$ cat config.mk
export PLATFORM = sky130hd
export DESIGN_NAME = rtc_calendar_stopwatch_timer
export DESIGN_NICKNAME = d
export VERILOG_FILES = /design/src/sv/rcst_pkg.sv /design/src/sv/rcst_calendar.sv /design/src/sv/rcst_core.sv /design/src/sv/rcst_view.sv /design/src/sv/rtc_calendar_stopwatch_timer.sv
export SDC_FILE = /design/constraint.sdc
export NUM_CORES = 1
export LEC_CHECK = 0
export BUFFER_PORTS_ARGS = -buffer_cell sky130_fd_sc_hd__buf_2
export CORE_MARGIN = 2
export CORE_UTILIZATION = 35
export CTS_CLUSTER_DIAMETER = 200
export DETAILED_ROUTE_END_ITERATION = 12
export GPL_ROUTABILITY_DRIVEN = 0
export SYNTH_ARGS = -nofsm -noshare
export SYNTH_HDL_FRONTEND = slang
export SYNTH_HIERARCHICAL = 1
export SYNTH_SLANG_ARGS = --single-unit
$ cat constraint.sdc
create_clock -name clk -period 10.2 [get_ports clk]
set_input_delay 2.04 -clock clk [delete_from_list [all_inputs] [get_ports clk]]
set_output_delay 2.04 -clock clk [all_outputs]
set_load 0.05 [all_outputs]
$ cat src/sv/rcst_pkg.sv
// Types, codes and constants shared by the clock, calendar and timer modules.
package rcst_pkg;

  localparam int CMD_W      = 3;
  localparam int CFG_IDX_W  = 2;
  localparam int CFG_DATA_W = 6;
  localparam int S_TDATA_W  = 48;
  localparam int M_TDATA_W  = 88;

  localparam logic [CMD_W-1:0] CMD_TICK      = 3'd0;
  localparam logic [CMD_W-1:0] CMD_LOAD      = 3'd1;
  localparam logic [CMD_W-1:0] CMD_SW_TOGGLE = 3'd2;
  localparam logic [CMD_W-1:0] CMD_SW_CLEAR  = 3'd3;
  localparam logic [CMD_W-1:0] CMD_TM_TOGGLE = 3'd4;
  localparam logic [CMD_W-1:0] CMD_TM_CLEAR  = 3'd5;

  localparam logic [CFG_IDX_W-1:0] REG_ALARM_HOUR   = 2'd0;
  localparam logic [CFG_IDX_W-1:0] REG_ALARM_MINUTE = 2'd1;
  localparam logic [CFG_IDX_W-1:0] REG_HOUR_MODE    = 2'd2;

  localparam logic [15:0] YEAR_WRAP_AT = 16'd32999;
  localparam logic [15:0] YEAR_RESTART = 16'd2000;

  // Reciprocal of 100 scaled by 2**23, rounded up; exact quotient for 16-bit years.
  localparam logic [16:0] DIV100_MUL = 17'd83887;

  typedef struct packed {
    logic [4:0]  hour;
    logic [5:0]  minute;
    logic [5:0]  second;
    logic [4:0]  day;
    logic [3:0]  month;
    logic [2:0]  weekday;
    logic [15:0] year;
  } tod_t;

  // Packs as hour*4096 + minute*64 + second.
  typedef struct packed {
    logic [4:0] hour;
    logic [5:0] minute;
    logic [5:0] second;
  } hms_t;

  typedef struct packed {
    tod_t tod;
    logic sw_running;
    hms_t sw;
    logic tm_running;
    hms_t tm;
  } state_t;

  typedef struct packed {
    logic [4:0] alarm_hour;
    logic [5:0] alarm_minute;
    logic       hour_mode;
  } cfg_t;

  typedef struct packed {
    logic [CMD_W-1:0] cmd;
    tod_t             load;
  } req_t;

endpackage

$ cat src/sv/rcst_calendar.sv
// One-second step of the time of day with weekday, month length and leap-year rollover.
module rcst_calendar import rcst_pkg::*; (
  input  tod_t cur,
  output tod_t nxt
);

  logic [24:0] year_prod;
  logic        div100;
  logic        leap;
  logic [4:0]  month_len;
  logic [4:0]  day_step;
  logic [3:0]  month_step;
  logic        midnight;

  // frac below the multiplier means the remainder by 100 is zero
  assign year_prod = 25'(33'(cur.year) * 33'(DIV100_MUL));
  assign div100    = (year_prod[22:0] < 23'(DIV100_MUL));
  assign leap      = (cur.year[1:0] == 2'd0) && (!div100 || (year_prod[24:23] == 2'd0));

  always_comb begin
    case (cur.month) inside
      4'd2:                    month_len = leap ? 5'd29 : 5'd28;
      4'd4, 4'd6, 4'd9, 4'd11: month_len = 5'd30;
      default:                 month_len = 5'd31;
    endcase
  end

  assign day_step   = (cur.day >= month_len) ? 5'd1 : cur.day + 5'd1;
  assign month_step = (cur.month >= 4'd12) ? 4'd1 : cur.month + 4'd1;
  assign midnight   = (cur.second >= 6'd59) && (cur.minute >= 6'd59) && (cur.hour >= 5'd23);

  always_comb begin
    nxt = cur;
    if (cur.second >= 6'd59) begin
      nxt.second = 6'd0;
      if (cur.minute >= 6'd59) begin
        nxt.minute = 6'd0;
        nxt.hour   = (cur.hour >= 5'd23) ? 5'd0 : cur.hour + 5'd1;
      end else begin
        nxt.minute = cur.minute + 6'd1;
      end
    end else begin
      nxt.second = cur.second + 6'd1;
    end
    if (midnight) begin
      nxt.weekday = (cur.weekday >= 3'd7) ? 3'd1 : cur.weekday + 3'd1;
      nxt.day     = day_step;
      if (day_step == 5'd1) begin
        nxt.month = month_step;
        if (month_step == 4'd1) begin
          nxt.year = (cur.year >= YEAR_WRAP_AT) ? YEAR_RESTART : cur.year + 16'd1;
        end
      end
    end
  end

endmodule

$ cat src/sv/rcst_core.sv
// Clock, stopwatch and timer state with command decode and configuration registers.
module rcst_core import rcst_pkg::*; (
  input  logic                  clk,
  input  logic                  rst,
  input  logic                  step,
  input  req_t                  req,
  input  logic                  cfg_we,
  input  logic [CFG_IDX_W-1:0]  cfg_index,
  input  logic [CFG_DATA_W-1:0] cfg_data,
  output state_t                state_next,
  output cfg_t                  cfg
);

  state_t state;
  tod_t   tod_ticked;

  function automatic hms_t hms_up(input hms_t v);
    hms_t r;
    r = v;
    if (v.second >= 6'd59) begin
      r.second = 6'd0;
      if (v.minute >= 6'd59) begin
        r.minute = 6'd0;
        r.hour   = (v.hour >= 5'd23) ? 5'd0 : v.hour + 5'd1;
      end else begin
        r.minute = v.minute + 6'd1;
      end
    end else begin
      r.second = v.second + 6'd1;
    end
    return r;
  endfunction

  function automatic hms_t hms_down(input hms_t v);
    hms_t r;
    r = v;
    if (v.second == 6'd0) begin
      r.second = 6'd59;
      if (v.minute == 6'd0) begin
        r.minute = 6'd59;
        r.hour   = (v.hour == 5'd0) ? 5'd23 : v.hour - 5'd1;
      end else begin
        r.minute = v.minute - 6'd1;
      end
    end else begin
      r.second = v.second - 6'd1;
    end
    return r;
  endfunction

  rcst_calendar u_calendar (
    .cur (state.tod),
    .nxt (tod_ticked)
  );

  always_comb begin
    state_next = state;
    unique case (req.cmd)
      CMD_TICK: begin
        if (state.sw_running) state_next.sw = hms_up(state.sw);
        if (state.tm_running) state_next.tm = hms_down(state.tm);
        state_next.tod = tod_ticked;
      end
      CMD_LOAD:      state_next.tod        = req.load;
      CMD_SW_TOGGLE: state_next.sw_running = !state.sw_running;
      CMD_SW_CLEAR:  state_next.sw         = '0;
      CMD_TM_TOGGLE: state_next.tm_running = !state.tm_running;
      CMD_TM_CLEAR:  state_next.tm         = '0;
      default: ;
    endcase
  end

  always_ff @(posedge clk) begin
    if (rst) begin
      state.tod.hour    <= 5'd16;
      state.tod.minute  <= 6'd0;
      state.tod.second  <= 6'd50;
      state.tod.day     <= 5'd9;
      state.tod.month   <= 4'd8;
      state.tod.weekday <= 3'd3;
      state.tod.year    <= 16'd2022;
      state.sw_running  <= 1'b0;
      state.sw          <= '0;
      state.tm_running  <= 1'b0;
      state.tm          <= '{hour: 5'd6, minute: 6'd6, second: 6'd6};
    end else if (step) begin
      state <= state_next;
    end
  end

  always_ff @(posedge clk) begin
    if (rst) begin
      cfg.alarm_hour   <= 5'd16;
      cfg.alarm_minute <= 6'd15;
      cfg.hour_mode    <= 1'b0;
    end else if (cfg_we) begin
      unique case (cfg_index)
        REG_ALARM_HOUR:   cfg.alarm_hour   <= cfg_data[4:0];
        REG_ALARM_MINUTE: cfg.alarm_minute <= cfg_data;
        REG_HOUR_MODE:    cfg.hour_mode    <= cfg_data[0];
        default: ;
      endcase
    end
  end

endmodule

$ cat src/sv/rcst_view.sv
// Result formatting: twelve-hour view, alarm compare and packing of the result word.
module rcst_view import rcst_pkg::*; (
  input  state_t               st,
  input  cfg_t                 cfg,
  output logic [M_TDATA_W-1:0] result
);

  logic [4:0] hour_mod12;
  logic [4:0] shown_hour;
  logic       is_pm;
  logic       alarm_match;

  always_comb begin
    if (st.tod.hour >= 5'd24)      hour_mod12 = st.tod.hour - 5'd24;
    else if (st.tod.hour >= 5'd12) hour_mod12 = st.tod.hour - 5'd12;
    else                           hour_mod12 = st.tod.hour;
  end

  always_comb begin
    if (cfg.hour_mode)                                       shown_hour = st.tod.hour;
    else if (st.tod.hour == 5'd0 || st.tod.hour == 5'd12)    shown_hour = 5'd12;
    else                                                     shown_hour = hour_mod12;
  end

  assign is_pm       = !cfg.hour_mode && (st.tod.hour > 5'd11);
  assign alarm_match = (st.tod.hour == cfg.alarm_hour) && (st.tod.minute == cfg.alarm_minute);

  assign result = {7'd0, st.tm, st.sw, alarm_match, st.tod.year, st.tod.weekday,
                   st.tod.month, st.tod.day, st.tod.second, st.tod.minute, is_pm, shown_hour};

endmodule

$ cat src/sv/rtc_calendar_stopwatch_timer.sv
// Real-time clock with calendar, stopwatch and countdown timer on stream channels.
//
//  channel   | direction | signals                               | carries
//  ----------+-----------+---------------------------------------+---------------------------
//  s_*       | in        | s_tvalid s_tready s_tdata s_tuser     | command and load values
//  m_*       | out       | m_tvalid m_tready m_tdata             | time, date, alarm, counters
//  cfg_*     | in        | cfg_we cfg_index cfg_data             | alarm hour/minute, hour mode
//
// One request per cycle while no result is held; each request gives one result by way of
// the request register and the result register, with the calendar step and result
// formatting between them; the leap-year test (one 16x17 multiply) sets the path length.
// Reset is synchronous: time 16:00:50, 9 Aug 2022, weekday 3, timer 6:06:06.
// A held result stalls the request register; a new request is still taken while
// the result register drains.
module rtc_calendar_stopwatch_timer import rcst_pkg::*; (
  input  logic                  clk,
  input  logic                  rst,
  input  logic                  s_tvalid,
  output logic                  s_tready,
  // hour[4:0] minute[10:5] second[16:11] day[21:17] month[25:22] weekday[28:26]
  // year[44:29], zero pad [47:45]
  input  logic [S_TDATA_W-1:0]  s_tdata,
  // command[2:0]
  input  logic [CMD_W-1:0]      s_tuser,
  output logic                  m_tvalid,
  input  logic                  m_tready,
  // shown_hour[4:0] is_pm[5] minute[11:6] second[17:12] day[22:18] month[26:23]
  // weekday[29:27] year[45:30] alarm_match[46] stopwatch[63:47] timer[80:64], pad [87:81]
  output logic [M_TDATA_W-1:0]  m_tdata,
  input  logic                  cfg_we,
  input  logic [CFG_IDX_W-1:0]  cfg_index,
  input  logic [CFG_DATA_W-1:0] cfg_data
);

  logic                 in_valid;
  req_t                 in_req;
  logic                 advance;
  logic                 step;
  state_t               state_next;
  cfg_t                 cfg;
  logic [M_TDATA_W-1:0] result;

  assign advance  = !m_tvalid || m_tready;
  assign step     = in_valid && advance;
  assign s_tready = !in_valid || advance;

  always_ff @(posedge clk) begin
    if (rst) begin
      in_valid <= 1'b0;
    end else if (s_tready) begin
      in_valid <= s_tvalid;
    end
  end

  always_ff @(posedge clk) begin
    if (s_tready && s_tvalid) begin
      in_req.cmd          <= s_tuser;
      in_req.load.hour    <= s_tdata[4:0];
      in_req.load.minute  <= s_tdata[10:5];
      in_req.load.second  <= s_tdata[16:11];
      in_req.load.day     <= s_tdata[21:17];
      in_req.load.month   <= s_tdata[25:22];
      in_req.load.weekday <= s_tdata[28:26];
      in_req.load.year    <= s_tdata[44:29];
    end
  end

  rcst_core u_core (
    .clk        (clk),
    .rst        (rst),
    .step       (step),
    .req        (in_req),
    .cfg_we     (cfg_we),
    .cfg_index  (cfg_index),
    .cfg_data   (cfg_data),
    .state_next (state_next),
    .cfg        (cfg)
  );

  rcst_view u_view (
    .st     (state_next),
    .cfg    (cfg),
    .result (result)
  );

  always_ff @(posedge clk) begin
    if (rst) begin
      m_tvalid <= 1'b0;
    end else if (advance) begin
      m_tvalid <= in_valid;
    end
  end

  always_ff @(posedge clk) begin
    if (step) begin
      m_tdata <= result;
    end
  end

endmodule

# Word-level counts from Yosys, hierarchy flattened
# Cells that the tools add are included.
# W data, S select, Z words.
[word_totals]
regBits = 224
in_bits = 64
out_inout_bits = 90
word_cells = 142
[op_classes]
add_sub_neg = 15
multipliers = 1
magnitude_cmp = 14
eq_ne = 17
muxes = 35
n_reduce_logical = 31
[ops]
columns = ["op", "count"]
rows = [
  ["$pmux W45 S2", 1],
  ["$pmux W17 S2", 2],
  ["$mux W5", 12],
  ["$mux W16", 3],
  ["$mux W6", 6],
  ["$mux W17", 2],
  ["$mux W11", 3],
  ["$mux W28", 1],
  ["$mul A16 B17 Y25 const B", 1],
  ["$add A6 B1 Y6 const B", 4],
  ["$ge A6 B6 Y1 const B", 4],
  ["$lt A23 B17 Y1 const B", 1],
  ["$add A16 B1 Y16 const B", 1],
  ["$ge A16 B16 Y1 const B", 1],
  ["$add A5 B1 Y5 const B", 3],
  ["$ge A5 B5 Y1 const B", 3],
  ["$logic_not A6 Y1", 2],
  ["$sub A6 B1 Y6 const B", 2],
  ["$logic_not A5 Y1", 2],
  ["$reduce_and A2 Y1", 5],
  ["$eq A4 B3 Y1 const B", 2],
  ["$eq A4 B4 Y1 const B", 2],
  ["$mux W4", 2],
  ["$logic_and A1 B1 Y1", 7],
  ["28 further kinds", 41],
]

# Longest topological paths before layout
[depth]
word_depth = 18
mapped_depth = 35
depth_no_buf = 34

# Modules after synthesis
# The synthesis kept the hierarchy.
[modules_own_cells]
columns = ["module", "instances", "cells_per_inst", "area_per_inst_um2", "seq_area_each_um2"]
rows = [
  ["rcst_calendar", 1, 738, 6042.0, 0.0],
  ["rcst_core", 1, 741, 5963.2, 1861.8],
  ["rtc_calendar_stopwatch_timer", 1, 146, 4187.8, 4124.0],
  ["rcst_view", 1, 135, 1012.2, 0.0],
]

# Least setup slack after synthesis
# OpenSTA, ideal clock, no wires.
[synth_timing]
path_kind = "flip-flop to flip-flop"
startpoint = "register u_core/state[40] in the netlist's numbering"
endpoint = "register u_core/state[46] in the netlist's numbering"
setup_time_ps = 120
arrival_ps = 8311
t_required_ps = 10080
setup_slack_ps = 1770
stages_incl_launch_ff = 32
n_path_buf = 1
period_less_slack_ps = 8430
cell_sequence = "dfxtp_1 -> inv_1 -> fa_1 -> inv_1 -> fa_1 -> fa_1 -> fa_1 -> fa_1 -> inv_1 -> fa_1 -> inv_1 -> ha_1 -> or4_4 -> o22a_1 -> a41oi_2 -> o21ai_2 -> xor2_1 -> or4_1 -> o31a_1 -> ha_1 -> nand2b_1 -> a21oi_1 -> or3b_2 -> o21ai_1 -> nand3_1 -> or2_1 -> buf_2 -> o21ai_1 -> o31ai_1 -> mux2i_1 -> o21ai_1 -> a211o_1"
[synth_lines]
columns = ["element", "line_no", "source"]
rows = [
  ["start: declaration", "rcst_core.sv:14", "state_t state;"],
  ["start signal: assignment", "rcst_core.sv:87", "state <= state_next;"],
]

==> reports/results.txt <==
status -> complete, no violations
die width -> 226 um
required time worst endpoint -> 10630 ps
crit path launch type -> register
CTS Buf Count -> 26
worst skew pair latency -> 550 ps
count of pins over their slew limit -> 0
max-cap violations -> 0
# setup viols final -> 0
Buffers on Ports -> 150
total gr overflow -> 0
routed length on met2 -> 20600 um
Nets -> 2077
Post-CTS Resized -> 0
IO Pins -> 154
share of cells above drive strength 1 -> 0.132
first-pass detailed-route iteration total -> 5
Setup crit start -> u_core/state[50]
maximum VDD drop -> 0.262 mV
Worst setup endpoint -> u_core/state[44]
vias in the first global route -> 12463
Post-Synthesis Cells -> 1756
unrepaired setup endpoints after global routing -> no
P&R area growth vs syn -> 9.06%
R2R cell count -> 31
drt wl/cell -> 17.6 um
Post-Route Setup TNS -> 0 ps
kind of critical path -> register to register
Setup Fix Bufs, Post-CTS -> 0
htree depth -> 1
TritonCTS clock tree -> done
final wirelength -> 42800 um
Finished Core Util -> 0.385
via count -> 12777
most frequent cell on the critical path -> fa_1
largest net degree at the start of global routing -> 83
CP max-delay cell -> fa_1
Top Layer Used -> met5
WP data arrival -> 9690 ps
GRT Util Overall -> 0.166
Layout fillers -> 4752
reg2reg start -> u_core/state[50]
DRC viols -> 0
footprint of the multi-input gates -> 9460 um^2
CTS sink count -> 231
Hold Vio Cnt, Final -> 0
metal3 WL -> 2140 um
first-pass GRT wire length -> 67100 um
R2R Path End -> u_core/state[44]
final hold slack -> 496 ps
drt initial violations -> 990
CTS Buffer Depth -> 3
root buffer cell -> clkbuf_16
total power -> 4.67 mW
Via density -> 5.25
Ant. Diodes -> 0
slowest cell delay on critical path -> 600 ps
Die Ht -> 226 um
Tcrit/Tclk final -> 0.907
most common cell after layout, fill and taps aside -> inv_1
Routed Antenna Nets -> 0
synthesized cell area -> 17200 um^2
Post-CTS Hold Buffers -> 0
clock-pin slew on the worst setup and hold paths -> 60 ps
worst clock skew -> 15.5 ps
Hold Crit Class -> register to register
DIE AREA -> 50900 um^2
met1 WL -> 18900 um
syn avg cell area -> 9.78 um^2
HPWL Detailed -> 31300 um
Leakage -> 7.86 nW
Max FO, Critical Path -> 7
R2R setup slack -> 950 ps
min Tclk post-route -> 9250 ps
core area -> 48600 um^2
Rel. slew slack -> 0.323
FF+latch area -> 5990 um^2
synth warn -> 6
initial antenna violation count -> 2
PD cells -> 249 nW/um^2
Cell Rows -> 81
most frequent cells in the layout -> 200 x inv_1, 150 x buf_2, 136 x edfxtp_1, 126 x ha_1, 122 x nand2_1
initial core utilization -> 0.353
CP endpoint kind -> register
FMAX -> 108 MHz
Tightest Pin Transition -> 1020 ps
==> stage by stage <==
step | std cells | setup WS [ps] | area, um^2
after global placement | 2386 | 1130 | 17800
after detailed placement | 2386 | 1000 | 17800
after CTS | 2434 | 959 | 18700
final | 2434 | 945 | 18700
after floorplan | 1762 | 1770 | 17200
after global routing | 2434 | 362 | 18700
==> critical path, delay by kind of cell (launching register included) <==
kind	cells	cell delay (ps)
buffers and inverters	4	350
adder cells (fa/ha/maj)	8	3870
XOR/XNOR	1	70
flip-flops	1	450
AND/OR/NAND/NOR	7	2140
multiplexers	1	200
AO/OA/AOI/OAI	10	2040
==> layer usage <==
| metal | vias up | GRT usage |
|---|---|---|
| li1 | 6155 | - |
| met1 | 6203 | 0.213 |
| met2 | 354 | 0.290 |
| met3 | 61 | 0.0222 |
| met4 | 4 | 0.0515 |
| met5 | - | 0 |
==> final cells by class <==
cell class / count / area share
clock buffer: 37 / 0.0408
clock inverter: 11 / 0.00668
inverter: 201 / 0.0403
multi-input combinational: 1167 / 0.505
sequential: 231 / 0.319
tap: 622 / 0.0415
timing repair buffer: 165 / 0.0461
==> sequential cells by signal (all words and copies together), names as in the netlist <==
signal        cells
m_tdata          88
u_core/state     81
in_req           48
u_core/cfg       12
in_valid          1
m_tvalid          1
==> where the power goes <==
part	leakage, nW	internal, mW	switching, mW	total (mW)
clock	0.433	0.574	0.389	0.963
combinational	5.38	1.10	1.54	2.64
sequential	2.05	1.03	0.0307	1.06
total	7.86	2.71	1.96	4.67
==> how the worst min path moves through the flow <==
stage                             start             to  slack [ps]  cells after the start
after floorplan                in_valid       m_tvalid         460                      2
after global placement    u_core/cfg[2]  u_core/cfg[2]         480                      2
after detailed placement  u_core/cfg[2]  u_core/cfg[2]         480                      2
after CTS                      in_valid       m_tvalid         500                      2
after global routing           in_valid       m_tvalid         530                      2
final                     u_core/cfg[2]  u_core/cfg[2]         500                      2
Note: power is estimated with default switching activity, not from simulation.
